## config.mk

```make
export PLATFORM = sky130hd
export DESIGN_NAME = tcce_rsp_fifo
export DESIGN_NICKNAME = d
export VERILOG_FILES = /design/src/rtl/tcce_pkg.sv /design/src/rtl/tcce_rsp_fifo.sv
export SDC_FILE = /design/constraint.sdc
export NUM_CORES = 1
export LEC_CHECK = 0
export ABC_CLOCK_PERIOD_IN_PS = 2300
export BUFFER_PORTS_ARGS = -buffer_cell sky130_fd_sc_hd__buf_2
export CORE_ASPECT_RATIO = 1.5
export CORE_UTILIZATION = 51
export CTS_BUF_LIST = sky130_fd_sc_hd__clkbuf_16
export CTS_CLUSTER_DIAMETER = 100
export DETAILED_ROUTE_END_ITERATION = 8
export PLACE_DENSITY = 0.84
export RECOVER_POWER = 50
export SLEW_MARGIN = 40
export SYNTH_ARGS = -nofsm -noshare
export SYNTH_HDL_FRONTEND = slang
export SYNTH_SLANG_ARGS = --single-unit
```

## constraint.sdc

```tcl
create_clock -name clock -period 2.3 [get_ports clock]
set_input_delay 0.115 -clock clock [delete_from_list [all_inputs] [get_ports clock]]
set_output_delay 0.115 -clock clock [all_outputs]
set_load 0.1 [all_outputs]
```

## src/rtl/tcce_pkg.sv

```systemverilog
// shared types, constants and codes of the text console character engine
// no dependencies; imported by every module of the engine but tcce_ram

package tcce_pkg;

   // screen geometry
   localparam int COLUMNS    = 80;
   localparam int ROWS       = 25;
   localparam int CELL_COUNT = ROWS * COLUMNS;
   localparam int MOVE_COUNT = (ROWS - 1) * COLUMNS;

   localparam int ADDR_W = $clog2(CELL_COUNT);
   localparam int LIN_W  = $clog2(CELL_COUNT + 1);
   localparam int ROW_W  = $clog2(ROWS);
   localparam int COL_W  = $clog2(COLUMNS + 1);

   // field widths of the transactions
   localparam int CMD_W  = 2;
   localparam int CHAR_W = 8;
   localparam int ATTR_W = 8;
   localparam int POS_W  = 11;
   localparam int CELL_W = ATTR_W + CHAR_W;

   // small queues, depth a power of two
   localparam int CQ_DEPTH = 2;
   localparam int CQ_PTR_W = $clog2(CQ_DEPTH);
   localparam int CQ_CNT_W = $clog2(CQ_DEPTH + 1);
   localparam int RQ_DEPTH = 2;
   localparam int RQ_PTR_W = $clog2(RQ_DEPTH);
   localparam int RQ_CNT_W = $clog2(RQ_DEPTH + 1);

   // command codes
   localparam logic [CMD_W-1:0] CMD_PUT   = 2'd0;
   localparam logic [CMD_W-1:0] CMD_CLEAR = 2'd1;
   localparam logic [CMD_W-1:0] CMD_READ  = 2'd2;

   // character codes
   localparam logic [CHAR_W-1:0] CHAR_LEFT      = 8'h01;
   localparam logic [CHAR_W-1:0] CHAR_RIGHT     = 8'h02;
   localparam logic [CHAR_W-1:0] CHAR_BACKSPACE = 8'h08;
   localparam logic [CHAR_W-1:0] CHAR_NEWLINE   = 8'h0A;
   localparam logic [CHAR_W-1:0] CHAR_BLANK     = 8'h20;

   localparam logic [ATTR_W-1:0] RESET_ATTR = 8'h07;

   typedef struct packed {
      logic [CMD_W-1:0]  cmd;
      logic [CHAR_W-1:0] char_code;
      logic [10:0]       cell_addr;
   } req_type;

   typedef struct packed {
      logic [POS_W-1:0]  cursor_pos;
      logic [CELL_W-1:0] cell_data;
   } rsp_type;

   typedef enum logic [2:0] {
      OP_NOP,
      OP_LEFT,
      OP_RIGHT,
      OP_NEWLINE,
      OP_BACKSPACE,
      OP_GLYPH,
      OP_CLEAR,
      OP_READ
   } op_type;

   typedef struct packed {
      op_type            op;
      logic [CHAR_W-1:0] char_code;
      logic [10:0]       cell_addr;
   } work_type;

   // back end to front end
   typedef struct packed {
      logic take;
      logic busy;
   } back_ctrl_type;

   typedef enum logic [2:0] {
      ST_INIT,
      ST_IDLE,
      ST_CLEAR,
      ST_SCROLL,
      ST_GLYPH,
      ST_DONE
   } state_type;

endpackage

```

## src/rtl/tcce_rsp_fifo.sv

```systemverilog
// result queue: holds finished results until the consumer pops them
// depends on tcce_pkg

module tcce_rsp_fifo
   import tcce_pkg::*;
(
   input  logic    clock,
   input  logic    reset,
   input  logic    push,
   input  rsp_type push_data,
   output logic    full,
   output logic    rsp_empty,
   input  logic    rsp_pop,
   output rsp_type rsp_data
);

   rsp_type              q_ff [RQ_DEPTH];
   logic [RQ_PTR_W-1:0]  wr_ptr_ff, wr_ptr_in;
   logic [RQ_PTR_W-1:0]  rd_ptr_ff, rd_ptr_in;
   logic [RQ_CNT_W-1:0]  cnt_ff, cnt_in;
   logic                 push_ok;
   logic                 pop_ok;

   assign full      = (cnt_ff == RQ_CNT_W'(RQ_DEPTH));
   assign rsp_empty = (cnt_ff == '0);
   assign push_ok   = push && !full;
   assign pop_ok    = rsp_pop && !rsp_empty;
   assign rsp_data  = q_ff[rd_ptr_ff];

   always_comb begin
      wr_ptr_in = push_ok ? wr_ptr_ff + RQ_PTR_W'(1) : wr_ptr_ff;
      rd_ptr_in = pop_ok  ? rd_ptr_ff + RQ_PTR_W'(1) : rd_ptr_ff;
      case ({push_ok, pop_ok})
         2'b10:   cnt_in = cnt_ff + RQ_CNT_W'(1);
         2'b01:   cnt_in = cnt_ff - RQ_CNT_W'(1);
         default: cnt_in = cnt_ff;
      endcase
   end

   always_ff @(posedge clock) begin
      if (reset) begin
         wr_ptr_ff <= '0;
         rd_ptr_ff <= '0;
         cnt_ff    <= '0;
      end else begin
         wr_ptr_ff <= wr_ptr_in;
         rd_ptr_ff <= rd_ptr_in;
         cnt_ff    <= cnt_in;
      end
   end

   always_ff @(posedge clock) begin
      if (push_ok) begin
         q_ff[wr_ptr_ff] <= push_data;
      end
   end

endmodule

```

# --- After elaboration in Yosys (flattened, before gate mapping) ---
# Memories as Yosys holds them, arrays and structs flattened. A register that Yosys moved wholly into a read port is not among the register bits.
# Cells that the tools add are included.
totals:
  reg_bits: 4
  latch_bits: 0
  ram_bits: 54
  mem_bits_ro: 0
  inputBits: 31
  output_inout_bits: 29
  mem_count: 1
memory_table:
  columns: ["name", "depth", "width", "read_ports", "rd_ports_with_merged_regs", "write_ports", "line", "source"]
  rows:
  - ["q_ff", 2, 27, 1, 1, 1, "tcce_rsp_fifo.sv:17", "rsp_type q_ff [RQ_DEPTH];"]
op_classes:
  addsub: 4
  n_mul: 0
  n_div: 0
  n_lt_le_gt_ge: 0
  eq_ne: 3
  shift: 0
  mux: 5
  n_bitwise: 0
  n_reduce_logical: 6
ops:
  columns: ["op", "count"]
  rows:
  - ["2-bit equality test, second input constant", 2]
  - ["1-bit two-way mux", 4]
  - ["2-bit case mux with 2 select lines", 1]
  - ["1-bit adder, second input constant", 2]
  - ["2-bit by 1-bit adder with 2-bit output, second input constant", 1]
  - ["2-bit by 1-bit equality test with 1-bit output, second input constant", 1]
  - ["1-bit logical AND", 2]
  - ["1-bit zero test", 2]
  - ["2-bit zero test", 1]
  - ["2-bit nonzero test", 1]
  - ["2-bit by 1-bit subtractor with 2-bit output, second input constant", 1]

# --- Depth between registers and ports, before layout ---
logic_depth:
  word_depth: 5
  mapped_depth: 6
  ltp_nobuf: 6

# --- Worst setup path before layout ---
# No wires, ideal clock.
synth_path:
  path_type: "reg2reg"
  start: "reg cnt_ff[0]"
  end: "mem q_ff[0][0] (netlist bit), enable pin"
  setup_ns: 0.382
  t_arrival_ns: 1.674
  t_required_ns: 1.918
  path_slack_ns: 0.244
  path_stages_with_launch: 5
  n_path_buf: 0
  path_cell_list: "dfxtp_1 nand2b_2 inv_2 or3_1 inv_1"
synth_between:
  elab_chain_len: 5
synth_rtl:
  columns: ["element", "line", "source"]
  rows:
  - ["start, declared", "tcce_rsp_fifo.sv:20", "logic [RQ_CNT_W-1:0] cnt_ff, cnt_in;"]
  - ["start signal, assigned", "tcce_rsp_fifo.sv:48", "cnt_ff <= cnt_in;"]
  - ["2-bit equality test", "tcce_rsp_fifo.sv:24", "assign full = (cnt_ff == RQ_CNT_W'(RQ_DEPTH));"]
  - ["via full", "tcce_rsp_fifo.sv:11", "output logic full,"]
  - ["1-bit zero test", "tcce_rsp_fifo.sv:26", "assign push_ok = push && !full;"]
  - ["1-bit logical AND", "tcce_rsp_fifo.sv:26", null]
  - ["1-bit two-way mux", "tcce_rsp_fifo.sv:53", "if (push_ok) begin"]
  - ["1-bit two-way mux (not written as such)", "tcce_rsp_fifo.sv:54", "q_ff[wr_ptr_ff] <= push_data;"]
  - ["end, declared", "tcce_rsp_fifo.sv:17", null]
# The timed path passes the listed nets, and every way through them passes these cells.

# --- Worst setup path after layout ---
layout_path:
  start: "reg cnt_ff[1]"
  end: "out rsp_empty"
layout_between:
  elab_chain_len: 1
layout_rtl:
  columns: ["element", "line", "source"]
  rows:
  - ["2-bit zero test", "tcce_rsp_fifo.sv:25", "assign rsp_empty = (cnt_ff == '0);"]
  - ["end, declared", "tcce_rsp_fifo.sv:12", "output logic rsp_empty,"]
# Every way passes these cells.

==> impl_metrics.json <==
{
  "status": "complete, no violations",
  "gp_congestion": 0.628,
  "critPathLaunchType": "flip-flop",
  "min_path_type": "input port to flip-flop",
  "arrival_ns": 1.64,
  "rrSetupSlack_ns": 0.60,
  "antenna_found_initial": 0,
  "cts_tree": "yes",
  "maxSlewViolCount": 0,
  "via_count": 1323,
  "drcViolationCount": 0,
  "fp.coreArea_um2": 3990,
  "finalCritPeriodShare": 0.763,
  "ios": 60,
  "drive_above_1_share": 0.350,
  "wl_per_cell_um": 16.7,
  "max_clock_freq_mhz": 570,
  "wirelength_mm": 4.33,
  "yosysWarnings": 0,
  "syn_area_um2": 2160,
  "hpwlAfterDp_mm": 2.61,
  "dr.first_iter.drc_count": 50,
  "io_buffer_count": 59,
  "whs_path_depth": 2,
  "cp_max_fo": 5,
  "grt_pass1_wl_mm": 6.53,
  "post-route-util": 0.773,
  "vias_per_cell": 5.11,
  "start_util": 0.542,
  "tightest_slew_ns": 1.15,
  "antenna_cells": 0,
  "grt_overflow": 0,
  "ys_seq_elements": 59,
  "timing.final.hold_violations": 0,
  "nets": 241,
  "finalSetupViolCount": 0,
  "mostFrequentLayoutCell": "edfxtp_1",
  "grt_usage": 0.224,
  "grt_max_degree": 28,
  "cts_root_buffer": "clkbuf_16",
  "finalSetupTns_ns": 0,
  "ys_seq_area_frac": 0.795,
  "cts.sinks": 59,
  "rows": 28,
  "htreeDepth": 3,
  "cts_setup_buffers": 0,
  "dieHeight_um": 81.8,
  "crit_type": "flip-flop to output port",
  "crit_path_end_kind": "output port",
  "synth_nets": 142,
  "drtPass1Iterations": 4,
  "design_area_um2": 3090,
  "slew_headroom": 0.233,
  "placed_area_um2": 2540,
  "dieArea_um2": 4510,
  "rsz0062_at_grt": "false",
  "clkLatencyLatePin_ns": 0.32,
  "clock_skew_ns": 0.00381,
  "clkTransAtPathRegs_ns": 0.05,
  "syn_inst": 110,
  "final_cell_mix": "54 x edfxtp_1, 38 x buf_2, 27 x dlygate4sd3_1, 21 x clkbuf_1, 16 x mux2_2",
  "ys_types": 18,
  "syn_to_final_growth_pct": 42.7,
  "r2r_cells": 5,
  "clockBufferDepth": 2,
  "required_ns": 2.18,
  "grt_pass1_vias": 1401,
  "min_period_ns": 1.75,
  "avgSynthCellArea_um2": 19.7,
  "dieWidth_um": 55.2,
  "cts_buffers": 9,
  "ant_nets": 0,
  "drv_cap": 0
}
==> per-layer routing <==
layer	vias up	global-route usage	part of all wire
met5	-	0	0
met4	0	0.150	0.020
met3	7	0.0556	0.060
met2	60	0.361	0.55
met1	634	0.252	0.37
li1	622	-	-
==> state kept, by name, indices dropped and copies added (netlist names), named ones only <==
| name | flops |
|---|---|
| rd_ptr_ff | 1 |
| cnt_ff | 2 |
| q_ff | 54 |
| wr_ptr_ff | 1 |
==> timing repair <==
action / CTS / global route
gates resized for setup: 0 / 0
hold buffers: 27 / 0
hold endpoints to repair: 54 / 0
==> final timing paths <==
| check | start | endpoint |
|---|---|---|
| max | cnt_ff[1]$_SDFFE_PP0P_ | rsp_empty |
| min reg2reg | wr_ptr_ff$_SDFFE_PP0P_ | wr_ptr_ff$_SDFFE_PP0P_ |
| max reg2reg | cnt_ff[0]$_SDFFE_PP0P_ | q_ff[0][0]$_DFFE_PP_ |
| min | reset | wr_ptr_ff$_SDFFE_PP0P_ |
==> worst max-delay path: stages (launching register included) <==
cell and delay (ns):
dfxtp_1 0.35, nor2_1 0.11, clkbuf_1 0.86
==> final cells by class <==
cell class,instances,area (µm²)
Timing Repair Buffer,91,574
Sequential cell,59,1720
Clock buffer,9,225
Tap cell,45,56.3
Clock inverter,7,83.8
Inverter,3,11.3
Multi-Input combinational cell,45,417
Fill cell,251,905
==> cells by family (layout without fill, tap and decap cells) <==
family | after synthesis | after routing | synth area share
compound gates | 5 | 5 | 0.0127
xor+xnor | 3 | 3 | 0.0121
fa+ha+maj | 1 | 1 | 0.00578
buf+inv | 6 | 110 | 0.0121
flops | 59 | 59 | 0.795
mux | 27 | 27 | 0.140
simple gates | 9 | 9 | 0.0214
==> cells in the mapped netlist <==
cell | number | area [µm²]
ha_1 | 1 | 12.5
buf_2 | 3 | 15.0
mux2_1 | 11 | 124
edfxtp_1 | 54 | 1620
mux2_2 | 16 | 180
o21ai_0 | 2 | 10.0
xor2_1 | 1 | 8.76
inv_2 | 1 | 3.75
and3_1 | 1 | 6.26
a21oi_1 | 2 | 10.0
nand2b_2 | 1 | 8.76
or3_1 | 2 | 12.5
dfxtp_1 | 5 | 100
o21a_1 | 1 | 7.51
inv_1 | 2 | 7.51
nor2_1 | 4 | 15.0
xnor2_1 | 2 | 17.5
nand2_1 | 1 | 3.75
==> per-stage QoR <==
| step | hold slack (ns) | setup slack [ns] | instances |
|---|---|---|---|
| global route | 0.0359 | 0.476 | 259 |
| global placement | 0.305 | 0.774 | 216 |
| finish | 0.0306 | 0.546 | 259 |
| detailed placement | 0.309 | 0.686 | 216 |
| CTS | 0.0166 | 0.591 | 259 |
| floorplan | 0.184 | 0.244 | 110 |
Power is left out: the tool's default activity adds up to more than one toggle a clock period on the data nets, which glitch-free logic cannot reach.
