## src/rtl/tcce_pkg.sv

```systemverilog
// shared types, constants and codes of the text console character engine
// no dependencies; imported by every module of the engine but tcce_ram

package tcce_pkg;

   // screen geometry
   localparam int COLUMNS    = 80;
   localparam int ROWS       = 25;
   localparam int CELL_COUNT = ROWS * COLUMNS;
   localparam int MOVE_COUNT = (ROWS - 1) * COLUMNS;

   localparam int ADDR_W = $clog2(CELL_COUNT);
   localparam int LIN_W  = $clog2(CELL_COUNT + 1);
   localparam int ROW_W  = $clog2(ROWS);
   localparam int COL_W  = $clog2(COLUMNS + 1);

   // field widths of the transactions
   localparam int CMD_W  = 2;
   localparam int CHAR_W = 8;
   localparam int ATTR_W = 8;
   localparam int POS_W  = 11;
   localparam int CELL_W = ATTR_W + CHAR_W;

   // small queues, depth a power of two
   localparam int CQ_DEPTH = 2;
   localparam int CQ_PTR_W = $clog2(CQ_DEPTH);
   localparam int CQ_CNT_W = $clog2(CQ_DEPTH + 1);
   localparam int RQ_DEPTH = 2;
   localparam int RQ_PTR_W = $clog2(RQ_DEPTH);
   localparam int RQ_CNT_W = $clog2(RQ_DEPTH + 1);

   // command codes
   localparam logic [CMD_W-1:0] CMD_PUT   = 2'd0;
   localparam logic [CMD_W-1:0] CMD_CLEAR = 2'd1;
   localparam logic [CMD_W-1:0] CMD_READ  = 2'd2;

   // character codes
   localparam logic [CHAR_W-1:0] CHAR_LEFT      = 8'h01;
   localparam logic [CHAR_W-1:0] CHAR_RIGHT     = 8'h02;
   localparam logic [CHAR_W-1:0] CHAR_BACKSPACE = 8'h08;
   localparam logic [CHAR_W-1:0] CHAR_NEWLINE   = 8'h0A;
   localparam logic [CHAR_W-1:0] CHAR_BLANK     = 8'h20;

   localparam logic [ATTR_W-1:0] RESET_ATTR = 8'h07;

   typedef struct packed {
      logic [CMD_W-1:0]  cmd;
      logic [CHAR_W-1:0] char_code;
      logic [10:0]       cell_addr;
   } req_type;

   typedef struct packed {
      logic [POS_W-1:0]  cursor_pos;
      logic [CELL_W-1:0] cell_data;
   } rsp_type;

   typedef enum logic [2:0] {
      OP_NOP,
      OP_LEFT,
      OP_RIGHT,
      OP_NEWLINE,
      OP_BACKSPACE,
      OP_GLYPH,
      OP_CLEAR,
      OP_READ
   } op_type;

   typedef struct packed {
      op_type            op;
      logic [CHAR_W-1:0] char_code;
      logic [10:0]       cell_addr;
   } work_type;

   // back end to front end
   typedef struct packed {
      logic take;
      logic busy;
   } back_ctrl_type;

   typedef enum logic [2:0] {
      ST_INIT,
      ST_IDLE,
      ST_CLEAR,
      ST_SCROLL,
      ST_GLYPH,
      ST_DONE
   } state_type;

endpackage

```

## src/rtl/tcce_front.sv

```systemverilog
// front end: accepts request transactions, classifies them, holds them in a short queue
// depends on tcce_pkg

module tcce_front
   import tcce_pkg::*;
(
   input  logic          clock,
   input  logic          reset,
   input  logic          req_push,
   input  req_type       req_data,
   output logic          req_full,
   input  back_ctrl_type ctrl,
   output logic          work_valid,
   output work_type      work
);

   work_type             q_ff [CQ_DEPTH];
   logic [CQ_PTR_W-1:0]  wr_ptr_ff, wr_ptr_in;
   logic [CQ_PTR_W-1:0]  rd_ptr_ff, rd_ptr_in;
   logic [CQ_CNT_W-1:0]  cnt_ff, cnt_in;
   logic                 push_ok;
   work_type             entry;

   // classify
   always_comb begin
      entry.char_code = req_data.char_code;
      entry.cell_addr = req_data.cell_addr;
      case (req_data.cmd)
         CMD_PUT: begin
            case (req_data.char_code)
               CHAR_LEFT:      entry.op = OP_LEFT;
               CHAR_RIGHT:     entry.op = OP_RIGHT;
               CHAR_NEWLINE:   entry.op = OP_NEWLINE;
               CHAR_BACKSPACE: entry.op = OP_BACKSPACE;
               default:        entry.op = OP_GLYPH;
            endcase
         end
         CMD_CLEAR: entry.op = OP_CLEAR;
         CMD_READ:  entry.op = OP_READ;
         default:   entry.op = OP_NOP;
      endcase
   end

   assign req_full   = (cnt_ff == CQ_CNT_W'(CQ_DEPTH)) || ctrl.busy;
   assign push_ok    = req_push && !req_full;
   assign work_valid = (cnt_ff != '0);
   assign work       = q_ff[rd_ptr_ff];

   always_comb begin
      wr_ptr_in = push_ok   ? wr_ptr_ff + CQ_PTR_W'(1) : wr_ptr_ff;
      rd_ptr_in = ctrl.take ? rd_ptr_ff + CQ_PTR_W'(1) : rd_ptr_ff;
      case ({push_ok, ctrl.take})
         2'b10:   cnt_in = cnt_ff + CQ_CNT_W'(1);
         2'b01:   cnt_in = cnt_ff - CQ_CNT_W'(1);
         default: cnt_in = cnt_ff;
      endcase
   end

   always_ff @(posedge clock) begin
      if (reset) begin
         wr_ptr_ff <= '0;
         rd_ptr_ff <= '0;
         cnt_ff    <= '0;
      end else begin
         wr_ptr_ff <= wr_ptr_in;
         rd_ptr_ff <= rd_ptr_in;
         cnt_ff    <= cnt_in;
      end
   end

   always_ff @(posedge clock) begin
      if (push_ok) begin
         q_ff[wr_ptr_ff] <= entry;
      end
   end

endmodule

```

## config.mk

```make
export PLATFORM = sky130hd
export DESIGN_NAME = tcce_front
export DESIGN_NICKNAME = d
export VERILOG_FILES = /design/src/rtl/tcce_pkg.sv /design/src/rtl/tcce_front.sv
export SDC_FILE = /design/constraint.sdc
export NUM_CORES = 1
export LEC_CHECK = 0
export ABC_CLOCK_PERIOD_IN_PS = 3100
export BUFFER_PORTS_ARGS = -buffer_cell sky130_fd_sc_hd__buf_2
export CAP_MARGIN = 5
export CORE_MARGIN = 10
export CORE_UTILIZATION = 51
export DETAILED_ROUTE_END_ITERATION = 10
export PLACE_DENSITY = 0.77
export SLEW_MARGIN = 10
export SYNTH_ARGS = -nofsm -noshare
export SYNTH_HDL_FRONTEND = slang
export SYNTH_SLANG_ARGS = --single-unit
```

## constraint.sdc

```tcl
create_clock -name clock -period 3.1 [get_ports clock]
set_input_delay 0.775 -clock clock [delete_from_list [all_inputs] [get_ports clock]]
set_output_delay 0.775 -clock clock [all_outputs]
set_load 0.005 [all_outputs]
```

**Word level (Yosys, flattened, before mapping)**

Memories as Yosys holds them, arrays and structs flattened. A register that Yosys moved wholly into a read port is not among the register bits.
Cells that the tools add are included.

- Bits in latches: 0
- Bits of input ports: 26
- Logic and storage cells: 30
- Bits in read-only memories: 0
- Output and inout port bits: 24
- Register bits after elaboration: 4
- RAM bits: 44
- Memories kept: 1

Memory list:

| memory | words | width | read ports | clocked after memory_dff | wr ports | RTL line | RTL |
|---|---|---|---|---|---|---|---|
| q_ff | 2 | 22 | 1 | 1 | 1 | tcce_front.sv:17 | `work_type q_ff [CQ_DEPTH];` |

- Divide/modulo/power cells: 0
- Bitwise operators: 0
- Reduce and logical (&&, ||, !) cells: 6
- Magnitude comparators: 0
- $mul: 0
- Shift-type cells: 0
- Muxes and demuxes: 7
- Equal/unequal tests: 9
- Add/subtract/negate cells: 4

Operators by type and width:

| operator | number |
|---|---|
| equality test 8 x 4 -> 1 bit, second input constant | 2 |
| case mux 3 bit (4 select lines) | 1 |
| case mux 3 bit (3 select lines) | 1 |
| equality test 8 x 1 -> 1 bit, second input constant | 1 |
| equality test 8 x 2 -> 1 bit, second input constant | 1 |
| equality test 2 bit, second input constant | 3 |
| equality test 2 x 1 -> 1 bit, second input constant | 2 |
| 2-to-1 mux 1 bit | 4 |
| case mux 2 bit (2 select lines) | 1 |
| nonzero test 2 bit | 2 |
| adder 1 bit, second input constant | 2 |
| adder 2 x 1 -> 2 bit, second input constant | 1 |
| zero test 2 bit | 1 |
| subtractor 2 x 1 -> 2 bit, second input constant | 1 |
| logical AND 1 bit | 1 |
| zero test 1 bit | 1 |
| logical OR 1 bit | 1 |

**Longest topological paths before layout**

Gate-level depths: netlist (run 1).

- Depth in word-level cells: 6
- Mapped depth: 6
- Gate-level depth less buffers: 6

**Least setup slack after synthesis (run 1)**

No wires, ideal clock.

- Path kind: input to register
- Start point: in ctrl[0] (netlist bit)
- End point: mem q_ff[1][0] (netlist bit) (enable)
- Slack: 556 ps
- Data required time: 2699 ps
- Setup time: 401 ps
- Buffers on the path: 0
- Arrival time: 2144 ps
- Stages on the path: 2
- Path through: or3b_4 > nor2_1

- Longest elaborated chain between the ends: 5

Ends and longest elaborated chain:

| element | RTL line | RTL |
|---|---|---|
| start, declared | tcce_front.sv:12 | `input back_ctrl_type ctrl,` |
| logical OR 1 bit | tcce_front.sv:44 | `assign req_full = (cnt_ff == CQ_CNT_W'(CQ_DEPTH)) \|\| ctrl.busy;` |
| zero test 1 bit | tcce_front.sv:45 | `assign push_ok = req_push && !req_full;` |
| logical AND 1 bit | tcce_front.sv:45 |  |
| 2-to-1 mux 1 bit | tcce_front.sv:72 | `if (push_ok) begin` |
| 2-to-1 mux 1 bit (not written as such) | tcce_front.sv:73 | `q_ff[wr_ptr_ff] <= entry;` |
| end, declared | tcce_front.sv:17 |  |

No other way between the ends.

==> results of run 1 <==
==> cell type report <==
| class | count | share of cell area [%] |
|---|---|---|
| repair buffers | 52 | 11.34 |
| flip-flops and latches | 49 | 60.20 |
| well taps | 48 | 2.544 |
| clock buffers | 7 | 4.081 |
| clock inverters | 1 | 0.2120 |
| multi-input cells | 57 | 21.14 |
| inverters | 3 | 0.4769 |
==> tightest hold or removal path, cell delays in order (launching register included) <==
cell	delay, ns
dfxtp_1	0.33
o21ai_0	0.08
a21oi_1	0.07
==> cell usage in the layout (no fill, tap or decap) <==
cell       n
edfxtp_1  44
a21oi_1    2
nor3_1     1
nand2b_1   3
mux2_2    22
ha_1       3
or3b_4     1
mux2_4     1
o21ai_0    2
o41ai_2    1
clkinv_2   1
or3_1      1
o22ai_1    1
nand2_1    1
xor2_1     1
clkbuf_8   7
nor2_1     6
nor2_2     2
buf_2     49
nor2b_1    1
xnor2_1    3
buf_4      3
dfxtp_1    5
or2_2      2
or3b_2     1
inv_1      3
a31oi_1    1
or4_1      1
==> through the flow <==
stage | instances | total power [W] | utilization (%) | hold slack (ns)
floorplan | 111 | 0.0008843 | - | 0.4558
global placement | 209 | 0.0009564 | 61.72 | 0.4748
detailed placement | 209 | 0.0009661 | 61.72 | 0.5175
CTS | 217 | 0.001343 | 64.49 | 0.5290
global route | 217 | 0.001398 | 64.49 | 0.5836
finish | 217 | 0.001327 | 64.49 | 0.5288
==> state kept, by name, summed over array words and instances (netlist names), named ones only <==
register	count
q_ff	44
wr_ptr_ff	1
rd_ptr_ff	1
cnt_ff	2
==> per-layer routing <==
metal | track usage [%] | up-vias | wire (um)
li1 | - | 533 | -
met2 | 20.22 | 41 | 1837
met1 | 10.36 | 539 | 1340
met4 | 3.912 | 0 | 27
met5 | 0 | - | 0
met3 | 4.367 | 5 | 259
==> Yosys cell counts <==
cell	count	area, um2
or2_2	2	12.51
dfxtp_1	5	100.1
inv_1	3	11.26
nor2_1	8	30.03
or3b_4	1	11.26
o21ai_0	2	10.01
o22ai_1	1	6.260
o41ai_2	1	16.27
nand2_1	1	3.750
a31oi_1	1	6.260
nand2b_1	3	18.77
mux2_2	22	247.7
nor3_1	1	5.000
or3_1	1	6.260
xnor2_1	3	26.28
mux2_4	1	15.01
ha_1	3	37.54
nor2b_1	1	6.260
xor2_1	1	8.760
a21oi_1	2	10.01
edfxtp_1	44	1321
or3b_2	1	8.760
or4_1	1	7.510
buf_2	2	10.01
==> path summary, 6_finish.rpt <==
kind	start	end	slack [ns]	cells past startpoint
worst max-delay path	flip-flop	work[13]	0.93	3
worst min-delay path	cnt_ff[1]$_SDFFE_PP0P_	cnt_ff[1]$_SDFFE_PP0P_	0.53	2
worst max register to register	cnt_ff[0]$_SDFFE_PP0P_	cnt_ff[1]$_SDFFE_PP0P_	1.31	5
worst min register to register	cnt_ff[1]$_SDFFE_PP0P_	cnt_ff[1]$_SDFFE_PP0P_	0.53	2
==> logic make-up after synthesis <==
group                      Yosys count  synth area share [%]
muxes                               23                 13.57
buffers and inverters                5                 1.098
adders and majority gates            3                 1.938
xor gates and xnor gates             4                 1.809
AOI/OAI and AO/OA                    7                 2.520
and+or+nand+nor                     20                 5.685
DFF                                 49                 73.39
==> power by group through the flow <==
| stage | Clock (W) | Sequential, W | Combinational (W) |
|---|---|---|---|
| floorplan | 0 | 0.000785 | 0.0000996 |
| detailed placement | 0 | 0.000787 | 0.000179 |
| CTS | 0.000390 | 0.000772 | 0.000181 |
| global route | 0.000428 | 0.000774 | 0.000196 |
| global placement | 0 | 0.000784 | 0.000172 |
| finish | 0.000381 | 0.000771 | 0.000175 |
==> impl_metrics.env, run 1 <==
export IMPL_status="complete, no violations"
export IMPL_clkPwrFrac_pct=28.7
export IMPL_worstSetupPathType="flip-flop to primary output"
export IMPL_cts_buffer_depth=2
export IMPL_gp_congestion=0.7491
export IMPL_start_util_pct=52.91
export IMPL_worst_pin_slew_ns=0.2914
export IMPL_grt_antenna_before_repair=0
export IMPL_cts_sinks=49
export IMPL_netlist_area_um2=1937
export IMPL_place_area_um2=2260
export IMPL_viasPerCell=5.152
export IMPL_diodes=0
export IMPL_place_hpwl_mm=2.617
export IMPL_grt_overflow=0
export IMPL_wl_per_cell_um=15.96
export IMPL_drt_iter0_markers=45
export IMPL_register_area_um2=1421
export IMPL_dp_slack_ns=0.8687
export IMPL_drv_slew=0
export IMPL_drc=0
export IMPL_numCtsBuffers=5
export IMPL_path_clk_slew_ns=0.08
export IMPL_io_buffers=49
export IMPL_path_max_fanout=22
export IMPL_finalHoldViolations=0
export IMPL_power_leakage_nw=0.9033
export IMPL_final_setup_worst_slack_ns=0.9288
export IMPL_cp_required_ns=2.32
export IMPL_postSynthCellCount=111
export IMPL_setup_tns_ns=0
export IMPL_min_period_ns=2.171
export IMPL_power_switching_share_pct=20.77
export IMPL_track_usage_pct=10.78
export IMPL_p_int_w=0.001052
export IMPL_multiInputGateArea_um2=499.2
export IMPL_post_cts_setup_buffers=0
export IMPL_crit_chain="buf_4 -> mux2_2 -> buf_2"
export IMPL_max_slew_margin_pct=80.36
export IMPL_cp_num_buf_inv=2
export IMPL_drive_gt1_share_pct=53.25
export IMPL_drt_first_pass_iters=4
export IMPL_clock_root_buffer="clkbuf_8"
export IMPL_cts_tree="yes"
export IMPL_ys_types=24
export IMPL_maxCapViolCount=0
export IMPL_finish_instance_area_um2=2361
export IMPL_fillers=278
export IMPL_core_um2=3661
export IMPL_dieArea_um2=6663
export IMPL_grt_pass1_wl_mm=5.533
export IMPL_max_freq_mhz=460.6
export IMPL_powerDensity_nw_per_um2=562.2
export IMPL_grt_pass1_vias=1262
export IMPL_finalCritPeriodShare_pct=70.04
export IMPL_crit_family="buffers and inverters"
export IMPL_rows=22
export IMPL_critPathLaunchType="flip-flop"
export IMPL_crit_slowest_cell="mux2_2"
export IMPL_p_sw_w=0.0002757
export IMPL_yosys_warnings=0
export IMPL_critPathArrivalTime_ns=1.40
export IMPL_postRouteAntennaNets=0
export IMPL_ir_worst_vdd_uv=409.3
export IMPL_max_stage_delay_ns=0.38
export IMPL_seq_area_frac_synth_pct=73.39
export IMPL_io_pins=50
export IMPL_fp_dieH_um=81.63
export IMPL_hold_class="flip-flop to flip-flop"
export IMPL_syn_to_final_growth_pct=21.90
export IMPL_h_tree_depth=2
export IMPL_route_vias_total=1118
export IMPL_rsz0062_at_grt="no"
export IMPL_nNetsFinal=197
export IMPL_ctsHoldBuffers=0
export IMPL_cts_resized=0
export IMPL_die_x_um=81.63
export IMPL_setup_violations=0
export IMPL_pwr_share_seq_pct=58.1
export IMPL_p_comb_share_pct=13.2
export IMPL_wl_mm=3.464
export IMPL_cp_end_kind="primary output"
export IMPL_clk_latency_ns=0.29
export IMPL_syn_area_per_cell_um2=17.45
export IMPL_syn_nets=140
export IMPL_synth_seq_cells=49
export IMPL_grt_max_degree=23
export IMPL_fin_skew_ns=0.006626
Power figures use the tool's default switching activity.
==> run 2, diff against run 1 <==
Settings changed: ABC_CLOCK_PERIOD_IN_PS 3100 to 2100.
Clock period 3.1 ns to 2.1 ns, I/O delays scaled along.
==> impl_metrics.env, run 2 (synthesis results as in run 1) <==
export IMPL_status="complete, no violations"
export IMPL_crit_chain="buf_4 -> mux2_2 -> buf_2"
export IMPL_post_cts_setup_buffers=0
export IMPL_final_cell_mix="buf_2, edfxtp_1, mux2_2"
export IMPL_hold_depth=1
export IMPL_grt_overflow=0
export IMPL_critPathLaunchType="flip-flop"
export IMPL_drive_gt1_share_pct=52.94
export IMPL_grt_antenna_before_repair=0
export IMPL_start_util_pct=52.91
export IMPL_io_pins=50
export IMPL_max_stage_delay_ns=0.36
export IMPL_drc=0
export IMPL_top_regs="q_ff x44, cnt_ff x2"
export IMPL_gp_congestion=0.7642
export IMPL_diodes=0
export IMPL_powerDensity_nw_per_um2=849.9
export IMPL_wl_mm=3.399
export IMPL_track_usage_pct=10.53
export IMPL_ff2ff_path_depth=5
export IMPL_mostFrequentLayoutCell="buf_2"
export IMPL_cp_required_ns=1.57
export IMPL_h_tree_depth=2
export IMPL_numCtsBuffers=5
export IMPL_core_um2=3661
export IMPL_cts_sinks=49
export IMPL_worst_pin_slew_ns=0.3246
export IMPL_crit_slowest_cell="mux2_2"
export IMPL_finalCritPeriodShare_pct=88.97
export IMPL_largest_register_ffs=44
export IMPL_cp_end_kind="primary output"
export IMPL_regMostFlops="q_ff"
export IMPL_nNetsFinal=198
export IMPL_route_vias_total=1095
export IMPL_cts_tree="yes"
export IMPL_worst_hold_path_endpoint="q_ff[0][6]$_DFFE_PP_"
export IMPL_maxCapViolCount=0
export IMPL_cp_num_buf_inv=2
export IMPL_crit_family="multiplexers"
export IMPL_drv_slew=0
export IMPL_holdWs_ns=0.4125
export IMPL_power_leakage_nw=0.9155
export IMPL_drt_first_pass_iters=4
export IMPL_cts_buffer_depth=2
export IMPL_grt_pass1_vias=1201
export IMPL_io_buffers=49
export IMPL_reg2reg_setup_slack_ns=0.34
export IMPL_finalHoldViolations=0
export IMPL_finalPower_w=0.002040
export IMPL_rsz0062_at_grt="no"
export IMPL_wl_per_cell_um=15.59
export IMPL_fp_dieH_um=81.63
export IMPL_place_hpwl_mm=2.552
export IMPL_max_freq_mhz=535.2
export IMPL_ctsHoldBuffers=0
export IMPL_layout_cells_non_filler=218
export IMPL_max_slew_margin_pct=78.13
export IMPL_die_x_um=81.63
export IMPL_clock_root_buffer="clkbuf_8"
export IMPL_min_period_ns=1.868
export IMPL_postRouteAntennaNets=0
export IMPL_critPathArrivalTime_ns=1.34
export IMPL_grt_pass1_wl_mm=5.333
export IMPL_placed_cells=210
export IMPL_rows=22
export IMPL_final_util_pct=65.55
export IMPL_ir_worst_vdd_uv=644.9
export IMPL_hp_start="req_data[6]"
export IMPL_cts_resized=0
export IMPL_fin_skew_ns=0.007741
export IMPL_worstSetupPathType="flip-flop to primary output"
export IMPL_path_clk_slew_ns=0.09
export IMPL_viasPerCell=5.023
export IMPL_fillers=291
export IMPL_drt_iter0_markers=37
export IMPL_hold_class="input pin to flip-flop"
export IMPL_grt_max_degree=23
export IMPL_rr_startpoint="cnt_ff[0]$_SDFFE_PP0P_"
export IMPL_dieArea_um2=6663
export IMPL_clk_latency_ns=0.29
export IMPL_setup_violations=0
export IMPL_syn_to_final_growth_pct=23.90
export IMPL_r2r_end="cnt_ff[1]$_SDFFE_PP0P_"
export IMPL_path_max_fanout=13
run 2: cell count changes in the layout (fill, tap and decap cells not counted), sizes merged:
cell | previous run | this run
bufinv | 0 | 1
clkbuf | 7 | 6
buf | 52 | 53
run 2: routing by layer:
layer,GRT usage [%],vias to the layer above,wire length (um)
met2,17.38,38,1687
met3,5.895,4,299
met4,2.551,0,15
met1,11.63,518,1396
met5,0,-,0
li1,-,535,-
run 2: layout make-up:
cell class | instances | area, um2 | share of cell area [%]
clock buffers | 6 | 72.57 | 3.024
clock inverters | 2 | 35.03 | 1.460
inverters | 3 | 11.26 | 0.4692
multi-input cells | 57 | 499.2 | 20.80
flip-flops and latches | 49 | 1421 | 59.23
well taps | 48 | 60.06 | 2.503
repair buffers | 53 | 300.3 | 12.51
run 2: worst register-to-register path, delay by kind of cell (launching register included):
family	cells	cell delay, ns
fa+ha+maj	1	0.32
compound gates	1	0.14
flops	1	0.40
simple gates	3	0.83
run 2: how the worst max path moves through the flow:
stage,start,to,slack [ns],depth (start not counted)
2_1_floorplan,ctrl[0],q_ff[1][0]$_DFFE_PP_,-0.19,2
3_3_place_gp,ctrl[0],cnt_ff[1]$_SDFFE_PP0P_,0.20,5
3_5_place_dp,ctrl[0],cnt_ff[1]$_SDFFE_PP0P_,0.16,5
4_1_cts,flip-flop,work[21],0.20,3
5_1_grt,flip-flop,work[13],0.12,3
6_report,flip-flop,work[21],0.23,3
run 2: per-stage QoR:
stage / instance area [um2] / worst slack, ns / TNS [ns]
2_1_floorplan: 1937 / -0.1944 / -8.553
3_3_place_gp: 2292 / 0.1984 / 0
3_5_place_dp: 2292 / 0.1593 / 0
4_1_cts: 2400 / 0.1962 / 0
5_1_grt: 2400 / 0.1228 / 0
6_report: 2400 / 0.2316 / 0
run 2: report_power, final:
part	internal (W)	switching, W
clock	0.000353	0.000283
combinational	0.000143	0.000122
sequential	0.00112	0.0000180
total	0.00162	0.000423
